[src/hw/rtl/pfc_pkg.sv]
package pfc_pkg;

    localparam int unsigned SIDE  = 5;
    localparam int unsigned CELLS = 25;
    localparam int unsigned ALPHA = 26;

    typedef logic [4:0] letter_t;
    typedef logic [4:0] place_t;
    typedef logic [2:0] coord_t;

    localparam letter_t LET_I = 5'd8;
    localparam letter_t LET_J = 5'd9;
    localparam letter_t LET_X = 5'd23;
    localparam letter_t LET_LAST = 5'd25;     // 'z'
    localparam place_t  CELLS_P = 5'd25;

    localparam logic [2:0] OP_CLEAR  = 3'd0;
    localparam logic [2:0] OP_KEY    = 3'd1;
    localparam logic [2:0] OP_FINISH = 3'd2;
    localparam logic [2:0] OP_TEXT   = 3'd3;
    localparam logic [2:0] OP_END    = 3'd4;

    // p / 5 for p < 25 via multiply by 13 and shift by 6
    function automatic coord_t row_of(input place_t p);
        logic [8:0] prod;
        prod = {4'b0000, p} * 9'd13;
        return prod[8:6];
    endfunction

    function automatic place_t place_of(input coord_t r, input coord_t c);
        return {r[2:0], 2'b00} + {2'b00, r} + {2'b00, c};
    endfunction

    function automatic coord_t col_of(input place_t p);
        place_t base;
        base = place_of(row_of(p), 3'd0);
        return coord_t'(p - base);
    endfunction

    // (c + sh) mod 5, with c < 5 and sh < 5
    function automatic coord_t wrap_add(input coord_t c, input coord_t sh);
        logic [3:0] sum;
        sum = {1'b0, c} + {1'b0, sh};
        if (sum >= 4'd5) begin
            sum = sum - 4'd5;
        end
        return sum[2:0];
    endfunction

endpackage

[src/hw/rtl/playfair_digraph_cipher_unit.sv]
// Playfair cipher over a 5x5 square. Load the key with clear, key letters
// and finish, then stream text letters and an end-of-text marker; direction
// (encrypt with x padding, or decrypt) must be written by the user only while
// idle; the block itself does not enforce this. Finish walks the alphabet
// through the single write port of the square. A text letter that completes a
// pair passes the states RDA, RDB, CALC, SQA and SQB before its two results
// are given out in OUTA and OUTB, since the one-read-per-cycle place map and
// square memories are read one after the other. The input is ready again as
// soon as the last result sits in the output register.
module playfair_digraph_cipher_unit (
    input  logic       aclk,
    input  logic       aresetn,
    input  logic       cfg_wr_en,
    input  logic       cfg_wr_data,
    input  logic       s_valid,
    output logic       s_ready,
    input  logic [2:0] s_opcode,
    input  logic [4:0] s_letter,
    output logic       m_valid,
    input  logic       m_ready,
    output logic [4:0] m_out_letter,
    output logic       m_last,
    output logic       m_error
);

    typedef enum logic [3:0] {
        ST_IDLE, ST_FILL, ST_ERR, ST_RDA, ST_RDB, ST_CALC,
        ST_SQA, ST_SQB, ST_OUTA, ST_OUTB
    } state_t;

    state_t state_reg;

    logic            dir_reg;
    logic [25:0]     used_mask_reg;
    pfc_pkg::place_t fill_count_reg;
    logic            key_ready_reg;
    pfc_pkg::letter_t held_letter_reg;
    logic            held_valid_reg;
    pfc_pkg::letter_t walk_reg;
    pfc_pkg::letter_t pair_a_reg, pair_b_reg;
    pfc_pkg::place_t pa_reg, oa_reg, ob_reg;
    pfc_pkg::letter_t res_a_reg;

    logic            m_valid_reg;
    logic [4:0]      m_out_letter_reg;
    logic            m_last_reg;
    logic            m_error_reg;

    pfc_pkg::letter_t square_mem [pfc_pkg::CELLS];
    pfc_pkg::place_t  place_mem  [pfc_pkg::ALPHA];
    pfc_pkg::letter_t sq_rd_reg;
    pfc_pkg::place_t  place_rd_reg;

    logic            accept;
    logic            out_free;
    logic            let_ok;
    logic [31:0]     used_ext;
    pfc_pkg::letter_t text_let;
    logic            key_take;
    logic            fill_take;
    logic            mem_we;
    pfc_pkg::letter_t mem_wletter;
    pfc_pkg::letter_t place_raddr;
    pfc_pkg::place_t sq_raddr;
    pfc_pkg::place_t calc_oa, calc_ob;

    assign s_ready      = (state_reg == ST_IDLE);
    assign accept       = s_valid && s_ready;
    assign out_free     = !m_valid_reg || m_ready;
    assign m_valid      = m_valid_reg;
    assign m_out_letter = m_out_letter_reg;
    assign m_last       = m_last_reg;
    assign m_error      = m_error_reg;

    assign used_ext = {6'b000000, used_mask_reg};
    assign let_ok   = (s_letter <= pfc_pkg::LET_LAST);
    assign text_let = (s_letter == pfc_pkg::LET_J) ? pfc_pkg::LET_I : s_letter;

    assign key_take = accept && (s_opcode == pfc_pkg::OP_KEY) && !key_ready_reg && let_ok
                      && (s_letter != pfc_pkg::LET_J) && !used_ext[s_letter]
                      && (fill_count_reg < pfc_pkg::CELLS_P);
    assign fill_take = (state_reg == ST_FILL) && (walk_reg != pfc_pkg::LET_J)
                       && !used_ext[walk_reg] && (fill_count_reg < pfc_pkg::CELLS_P);
    assign mem_we      = key_take || fill_take;
    assign mem_wletter = (state_reg == ST_FILL) ? walk_reg : s_letter;

    assign place_raddr = (state_reg == ST_RDA) ? pair_a_reg : pair_b_reg;
    assign sq_raddr    = (state_reg == ST_SQA) ? oa_reg : ob_reg;

    pfc_pair_rule u_pair_rule (
        .pos_a     (pa_reg),
        .pos_b     (place_rd_reg),
        .decrypt   (dir_reg),
        .out_pos_a (calc_oa),
        .out_pos_b (calc_ob)
    );

    always_ff @(posedge aclk) begin
        if (mem_we) begin
            square_mem[fill_count_reg] <= mem_wletter;
            place_mem[mem_wletter]     <= fill_count_reg;
        end
        sq_rd_reg    <= square_mem[sq_raddr];
        place_rd_reg <= place_mem[place_raddr];
    end

    always_ff @(posedge aclk) begin
        if (!aresetn) begin
            state_reg       <= ST_IDLE;
            dir_reg         <= 1'b0;
            used_mask_reg   <= '0;
            fill_count_reg  <= '0;
            key_ready_reg   <= 1'b0;
            held_letter_reg <= '0;
            held_valid_reg  <= 1'b0;
            walk_reg        <= '0;
            m_valid_reg     <= 1'b0;
        end else begin
            if (cfg_wr_en) begin
                dir_reg <= cfg_wr_data;
            end
            if (m_valid_reg && m_ready) begin
                m_valid_reg <= 1'b0;
            end
            if (mem_we) begin
                fill_count_reg <= fill_count_reg + 5'd1;
            end

            case (state_reg)
                ST_IDLE: begin
                    if (accept) begin
                        case (s_opcode)
                            pfc_pkg::OP_CLEAR: begin
                                used_mask_reg  <= '0;
                                fill_count_reg <= '0;
                                key_ready_reg  <= 1'b0;
                                held_valid_reg <= 1'b0;
                            end
                            pfc_pkg::OP_KEY: begin
                                if (key_take) begin
                                    used_mask_reg <= used_mask_reg | 26'(32'd1 << s_letter);
                                end
                            end
                            pfc_pkg::OP_FINISH: begin
                                if (!key_ready_reg) begin
                                    walk_reg  <= '0;
                                    state_reg <= ST_FILL;
                                end
                            end
                            pfc_pkg::OP_TEXT: begin
                                if (let_ok) begin
                                    if (!key_ready_reg) begin
                                        state_reg <= ST_ERR;
                                    end else if (!held_valid_reg) begin
                                        held_letter_reg <= text_let;
                                        held_valid_reg  <= 1'b1;
                                    end else begin
                                        pair_a_reg <= held_letter_reg;
                                        state_reg  <= ST_RDA;
                                        if (!dir_reg && (held_letter_reg == text_let)) begin
                                            // repeat: pad with x, keep the new letter held
                                            pair_b_reg      <= pfc_pkg::LET_X;
                                            held_letter_reg <= text_let;
                                        end else begin
                                            pair_b_reg     <= text_let;
                                            held_valid_reg <= 1'b0;
                                        end
                                    end
                                end
                            end
                            pfc_pkg::OP_END: begin
                                if (key_ready_reg && held_valid_reg) begin
                                    held_valid_reg <= 1'b0;
                                    if (dir_reg) begin
                                        state_reg <= ST_ERR;
                                    end else begin
                                        pair_a_reg <= held_letter_reg;
                                        pair_b_reg <= pfc_pkg::LET_X;
                                        state_reg  <= ST_RDA;
                                    end
                                end
                            end
                            default: begin
                            end
                        endcase
                    end
                end
                ST_FILL: begin
                    if (walk_reg != pfc_pkg::LET_J) begin
                        used_mask_reg <= used_mask_reg | 26'(32'd1 << walk_reg);
                    end
                    if (walk_reg == pfc_pkg::LET_LAST) begin
                        key_ready_reg  <= 1'b1;
                        held_valid_reg <= 1'b0;
                        state_reg      <= ST_IDLE;
                    end else begin
                        walk_reg <= walk_reg + 5'd1;
                    end
                end
                ST_ERR: begin
                    if (out_free) begin
                        m_valid_reg      <= 1'b1;
                        m_out_letter_reg <= '0;
                        m_last_reg       <= 1'b1;
                        m_error_reg      <= 1'b1;
                        state_reg        <= ST_IDLE;
                    end
                end
                ST_RDA: begin
                    state_reg <= ST_RDB;
                end
                ST_RDB: begin
                    pa_reg    <= place_rd_reg;
                    state_reg <= ST_CALC;
                end
                ST_CALC: begin
                    oa_reg    <= calc_oa;
                    ob_reg    <= calc_ob;
                    state_reg <= ST_SQA;
                end
                ST_SQA: begin
                    state_reg <= ST_SQB;
                end
                ST_SQB: begin
                    res_a_reg <= sq_rd_reg;
                    state_reg <= ST_OUTA;
                end
                ST_OUTA: begin
                    if (out_free) begin
                        m_valid_reg      <= 1'b1;
                        m_out_letter_reg <= res_a_reg;
                        m_last_reg       <= 1'b0;
                        m_error_reg      <= 1'b0;
                        state_reg        <= ST_OUTB;
                    end
                end
                ST_OUTB: begin
                    // square read of the second place holds while ob stays addressed
                    if (out_free) begin
                        m_valid_reg      <= 1'b1;
                        m_out_letter_reg <= sq_rd_reg;
                        m_last_reg       <= 1'b1;
                        m_error_reg      <= 1'b0;
                        state_reg        <= ST_IDLE;
                    end
                end
                default: begin
                    state_reg <= ST_IDLE;
                end
            endcase
        end
    end

endmodule

[src/hw/rtl/pfc_pair_rule.sv]
module pfc_pair_rule (
    input  pfc_pkg::place_t pos_a,
    input  pfc_pkg::place_t pos_b,
    input  logic            decrypt,
    output pfc_pkg::place_t out_pos_a,
    output pfc_pkg::place_t out_pos_b
);

    pfc_pkg::coord_t ra, ca, rb, cb, sh;

    assign ra = pfc_pkg::row_of(pos_a);
    assign ca = pfc_pkg::col_of(pos_a);
    assign rb = pfc_pkg::row_of(pos_b);
    assign cb = pfc_pkg::col_of(pos_b);
    assign sh = decrypt ? 3'd4 : 3'd1;

    always_comb begin
        if (ra == rb) begin
            out_pos_a = pfc_pkg::place_of(ra, pfc_pkg::wrap_add(ca, sh));
            out_pos_b = pfc_pkg::place_of(rb, pfc_pkg::wrap_add(cb, sh));
        end else if (ca == cb) begin
            out_pos_a = pfc_pkg::place_of(pfc_pkg::wrap_add(ra, sh), ca);
            out_pos_b = pfc_pkg::place_of(pfc_pkg::wrap_add(rb, sh), cb);
        end else begin
            // rectangle: swap columns
            out_pos_a = pfc_pkg::place_of(ra, cb);
            out_pos_b = pfc_pkg::place_of(rb, ca);
        end
    end

endmodule

[config.mk]
export PLATFORM = sky130hd
export DESIGN_NAME = playfair_digraph_cipher_unit
export DESIGN_NICKNAME = d
export VERILOG_FILES = /design/src/hw/rtl/pfc_pkg.sv /design/src/hw/rtl/playfair_digraph_cipher_unit.sv /design/src/hw/rtl/pfc_pair_rule.sv
export SDC_FILE = /design/constraint.sdc
export NUM_CORES = 1
export LEC_CHECK = 0
export BUFFER_PORTS_ARGS = -buffer_cell sky130_fd_sc_hd__buf_2
export CAP_MARGIN = 20
export CORE_UTILIZATION = 64
export CTS_CLUSTER_SIZE = 12
export DETAILED_ROUTE_END_ITERATION = 16
export PLACE_DENSITY_LB_ADDON = 0.1
export RECOVER_POWER = 50
export SKIP_LAST_GASP = 1
export SLEW_MARGIN = 10
export SYNTH_ARGS = -nofsm -noshare
export SYNTH_HDL_FRONTEND = slang
export SYNTH_SLANG_ARGS = --single-unit
[constraint.sdc]
create_clock -name aclk -period 8.15 [get_ports aclk]
set_input_delay 1.63 -clock aclk [delete_from_list [all_inputs] [get_ports aclk]]
set_output_delay 1.63 -clock aclk [all_outputs]
set_load 0.02 [all_outputs]
==> flow_summary_export.csv <==
group,metric,value,unit
detailed_routing,drc,0,
die,core,0.0270,mm²
cells_and_area,antenna_cells,0,
worst_setup_path,endpoint,"ob_reg[4]$_DFFE_PP_",
logic_synthesis,synth_area,0.0176,mm²
logic_synthesis,synth_top_area_share,49.7,%
global_routing,grt_pass1_vias,11400,
power,power_density,239,mW/mm²
placed_design,place_area,0.0181,mm²
logic_synthesis,syn_area_per_cell,11.9,µm²
timing,setup_violations,0,
logic_synthesis,synth_area_leader_cell,"edfxtp_1",
worst_setup_path,critical-path-top-delay-family,"adder cells",
clock_tree,clkLatencyLatePin,0.52,ns
clock_tree,cts_resized,0,
die,ios,23,
power,leakage,0.00709,µW
detailed_routing,vias,11800,
timing,hold_viol,0,
cells_and_area,num-fill-cells,1918,
placed_design,post-place-cells,1799,
global_routing,overflow,0,
logic_synthesis,synth_warnings,0,
timing,setup_tns,0,ns
timing,fin_crit,6.43,ns
timing,skew,0.0191,ns
logic_synthesis,ys_top_cells_by_count,"292 x edfxtp_1, 176 x nand2_1, 115 x nor2_1, 82 x ha_1, 65 x mux2i_1",
logic_synthesis,synthCells,1485,
global_routing,grt_pass1_wl,61600,µm
worst_setup_path,critPathKind,"reg -> reg",
logic_synthesis,synth-main-ff-cell,"edfxtp_1",
placed_design,io_buffer_count,22,
worst_setup_path,ff2ff_path_depth,23,
cells_and_area,syn_to_final_growth,8.96,%
timing,rsz0062_at_grt,"no",
die,die_area,0.0282,mm²
clock_tree,cts_buffers,37,
logic_synthesis,ys_async_sr_fraction,0,%
timing,fin_crit_sh,78.9,%
placed_design,dp_hpwl,26000,µm
timing,worst_pin_slew,1.72,ns
die,start_util,65.3,%
detailed_routing,drt_first_pass_iters,6,
status,violations,"max-capacitance violations, max-slew violations",
die,rows,60,
die,die_w,168,µm
power,peakVddDrop,0.000180,V
logic_synthesis,synth_edf_count,292,
worst_setup_path,reg2reg_from,"place_rd_reg[2]$_DFF_P_",
worst_setup_path,path_buf_inv,2,
worst_setup_path,arrival,6.69,ns
placed_design,gp_congestion,0.896,
cells_and_area,finalNonFillerCells,1869,
worst_setup_path,cp_max_fo,9,
worst_setup_path,cp-end-kind,"flip-flop",
clock_tree,htree_levels,2,
detailed_routing,via_per_inst,6.33,
logic_synthesis,syn_nets,1593,
die,die_h,168,µm
hold_path,holdPathStages,0,
placed_design,pre_cts_slack,1.72,ns
timing,timing.fmax,0.155,GHz
worst_setup_path,slowest_stage,"xor2_1",
worst_setup_path,reg2reg_to,"ob_reg[4]$_DFFE_PP_",
cells_and_area,largest_reg_flops,130,
logic_synthesis,synth_area_leaders,"edfxtp_1 50%, dfxtp_1 6.7%, ha_1 5.8%",
worst_setup_path,required,8.41,ns
power,power.total,4590,µW
clock_tree,cts_setup_buffers,0,
worst_setup_path,startpoint_type,"flip-flop",
global_routing,grt_max_degree,71,
status,outcome,"complete, but fails checks",
detailed_routing,drt_iter0_drc,1232,
worst_setup_path,path_depth,23,
job,cap_violations,4,
worst_setup_path,r2r_slack,1.72,ns
cells_and_area,fin_area,0.0192,mm²
worst_setup_path,crit_chain,"ha_1, fa_1, ha_1, nand4_1, a211oi_1, xor2_1, fa_1, xor2_1, xnor2_1, inv_1, ha_1, xnor2_1, a21oi_1, a311oi_1, xnor2_1, ha_1, inv_1, fa_1, nor2b_1, o21ai_0, xnor2_1, nor2_1, a311o_1",
clock_tree,clockBufferDepth,3,
detailed_routing,postRouteAntennaNets,0,
worst_setup_path,cpPeakStageDelay,0.72,ns
timing,slew_violations,144,
logic_synthesis,yosysMostFrequentCell,"edfxtp_1",
timing,layout_setup_ws,1.72,ns
clock_tree,hold_buffers,0,
global_routing,grtUsageTotal,28.2,%
clock_tree,cts.clk_slew.worst_paths,0.06,ns
detailed_routing,wl,38800,µm
worst_setup_path,crit_path_start,"place_rd_reg[2]$_DFF_P_",
cells_and_area,fin_nets,1607,
detailed_routing,avgRoutedWirePerCell,20.8,µm
clock_tree,cts_root_buf,"clkbuf_16",
clock_tree,cts_tree,"done",
hold_path,min_path_type,"reg -> reg",
logic_synthesis,ys_seq_area_share,56.4,%
clock_tree,clock_sinks,351,
global_routing,antenna_found_initial,0,
timing,slew_headroom,-14.7,%
cells_and_area,drive_gt1_share,8.31,%
logic_synthesis,yosys_register_bits,351,
logic_synthesis,synth_cell_types,71,
placed cells by master, fill, tap and decap left out, drive strengths merged, types with 5 or more instances in the layout:
| cell | netlist | layout |
|---|---|---|
| edfxtp | 292 | 292 |
| nand2 | 178 | 178 |
| nor2 | 115 | 115 |
| ha | 82 | 82 |
| clkbuf | 54 | 81 |
| mux2i | 66 | 66 |
| inv | 60 | 64 |
| dfxtp | 59 | 59 |
| nand3 | 58 | 58 |
| a211oi | 51 | 51 |
| a21oi | 43 | 43 |
| nor2b | 37 | 37 |
| o21ai | 33 | 33 |
| and2 | 30 | 30 |
| xnor2 | 28 | 28 |
| buf | 21 | 27 |
| xor2 | 26 | 26 |
| a31oi | 25 | 25 |
| nand4 | 18 | 18 |
| nor3 | 17 | 17 |
| mux4 | 16 | 16 |
| o211a | 15 | 15 |
| o211ai | 13 | 13 |
| fa | 12 | 12 |
| a311oi | 11 | 11 |
| a21boi | 9 | 9 |
| a211o | 9 | 9 |
| mux2 | 8 | 8 |
| a21o | 8 | 8 |
| nand2b | 7 | 7 |
| a22oi | 7 | 7 |
| a22o | 6 | 6 |
| nor3b | 5 | 5 |
| o311ai | 5 | 5 |
| or3b | 5 | 5 |
| nand3b | 5 | 5 |
stage by stage:
| step | util, % | hold slack [ns] |
|---|---|---|
| finish | 71.1 | 0.435 |
| global route | 71.1 | 0.443 |
| CTS | 71.3 | 0.438 |
| detailed placement | 67.1 | 0.427 |
| global placement | 67.0 | 0.424 |
| floorplan | - | 0.408 |
logic make-up (layout without fill, tap and decap cells):
family                     after synthesis  count (layout)  synth area share [%]
buffers and inverters                  135             178                  3.12
DFF                                    351             351                  56.4
muxes                                   90              90                  6.32
and+or+nand+nor                        499             499                  13.4
xor gates and xnor gates                54              54                  2.68
AOI/OAI and AO/OA                      262             262                  10.9
adders and majority gates               94              94                  7.18
report_power, final:
group / leakage (µW) / switching, µW / internal (µW) / total, µW
Clock: 0.000546 / 660 / 908 / 1570
Combinational: 0.00338 / 571 / 357 / 928
Sequential: 0.00316 / 55.8 / 2040 / 2100
per-layer routing:
| metal | part of all wire (%) | wire, µm | GRT usage (%) | vias to the layer above |
|---|---|---|---|---|
| met5 | 0 | 0 | 0 | - |
| met1 | 45 | 17300 | 40.8 | 5785 |
| met2 | 47 | 18100 | 44.4 | 433 |
| li1 | - | - | - | 5541 |
| met4 | 2.2 | 836 | 8.26 | 0 |
| met3 | 6.6 | 2560 | 4.23 | 67 |
final cells by class:
| type | instances | area (µm²) | share of cell area [%] |
|---|---|---|---|
| Sequential cell | 351 | 9950 | 51.8 |
| Multi-Input combinational cell | 999 | 7210 | 37.5 |
| Clock buffer | 59 | 1030 | 5.35 |
| Tap cell | 341 | 427 | 2.22 |
| Timing Repair Buffer | 50 | 287 | 1.49 |
| Inverter | 60 | 225 | 1.17 |
| Clock inverter | 9 | 97.6 | 0.508 |
how the worst min path moves through the flow:
stage / from / to / slack, ns
floorplan: sq_rd_reg[0]$_DFF_P_ / res_a_reg[0]$_DFFE_PP_ / 0.41
global placement: sq_rd_reg[0]$_DFF_P_ / res_a_reg[0]$_DFFE_PP_ / 0.42
detailed placement: sq_rd_reg[0]$_DFF_P_ / res_a_reg[0]$_DFFE_PP_ / 0.43
CTS: sq_rd_reg[0]$_DFF_P_ / res_a_reg[0]$_DFFE_PP_ / 0.44
global route: sq_rd_reg[0]$_DFF_P_ / res_a_reg[0]$_DFFE_PP_ / 0.44
finish: sq_rd_reg[0]$_DFF_P_ / res_a_reg[0]$_DFFE_PP_ / 0.44
Power figures use the tool's default switching activity.
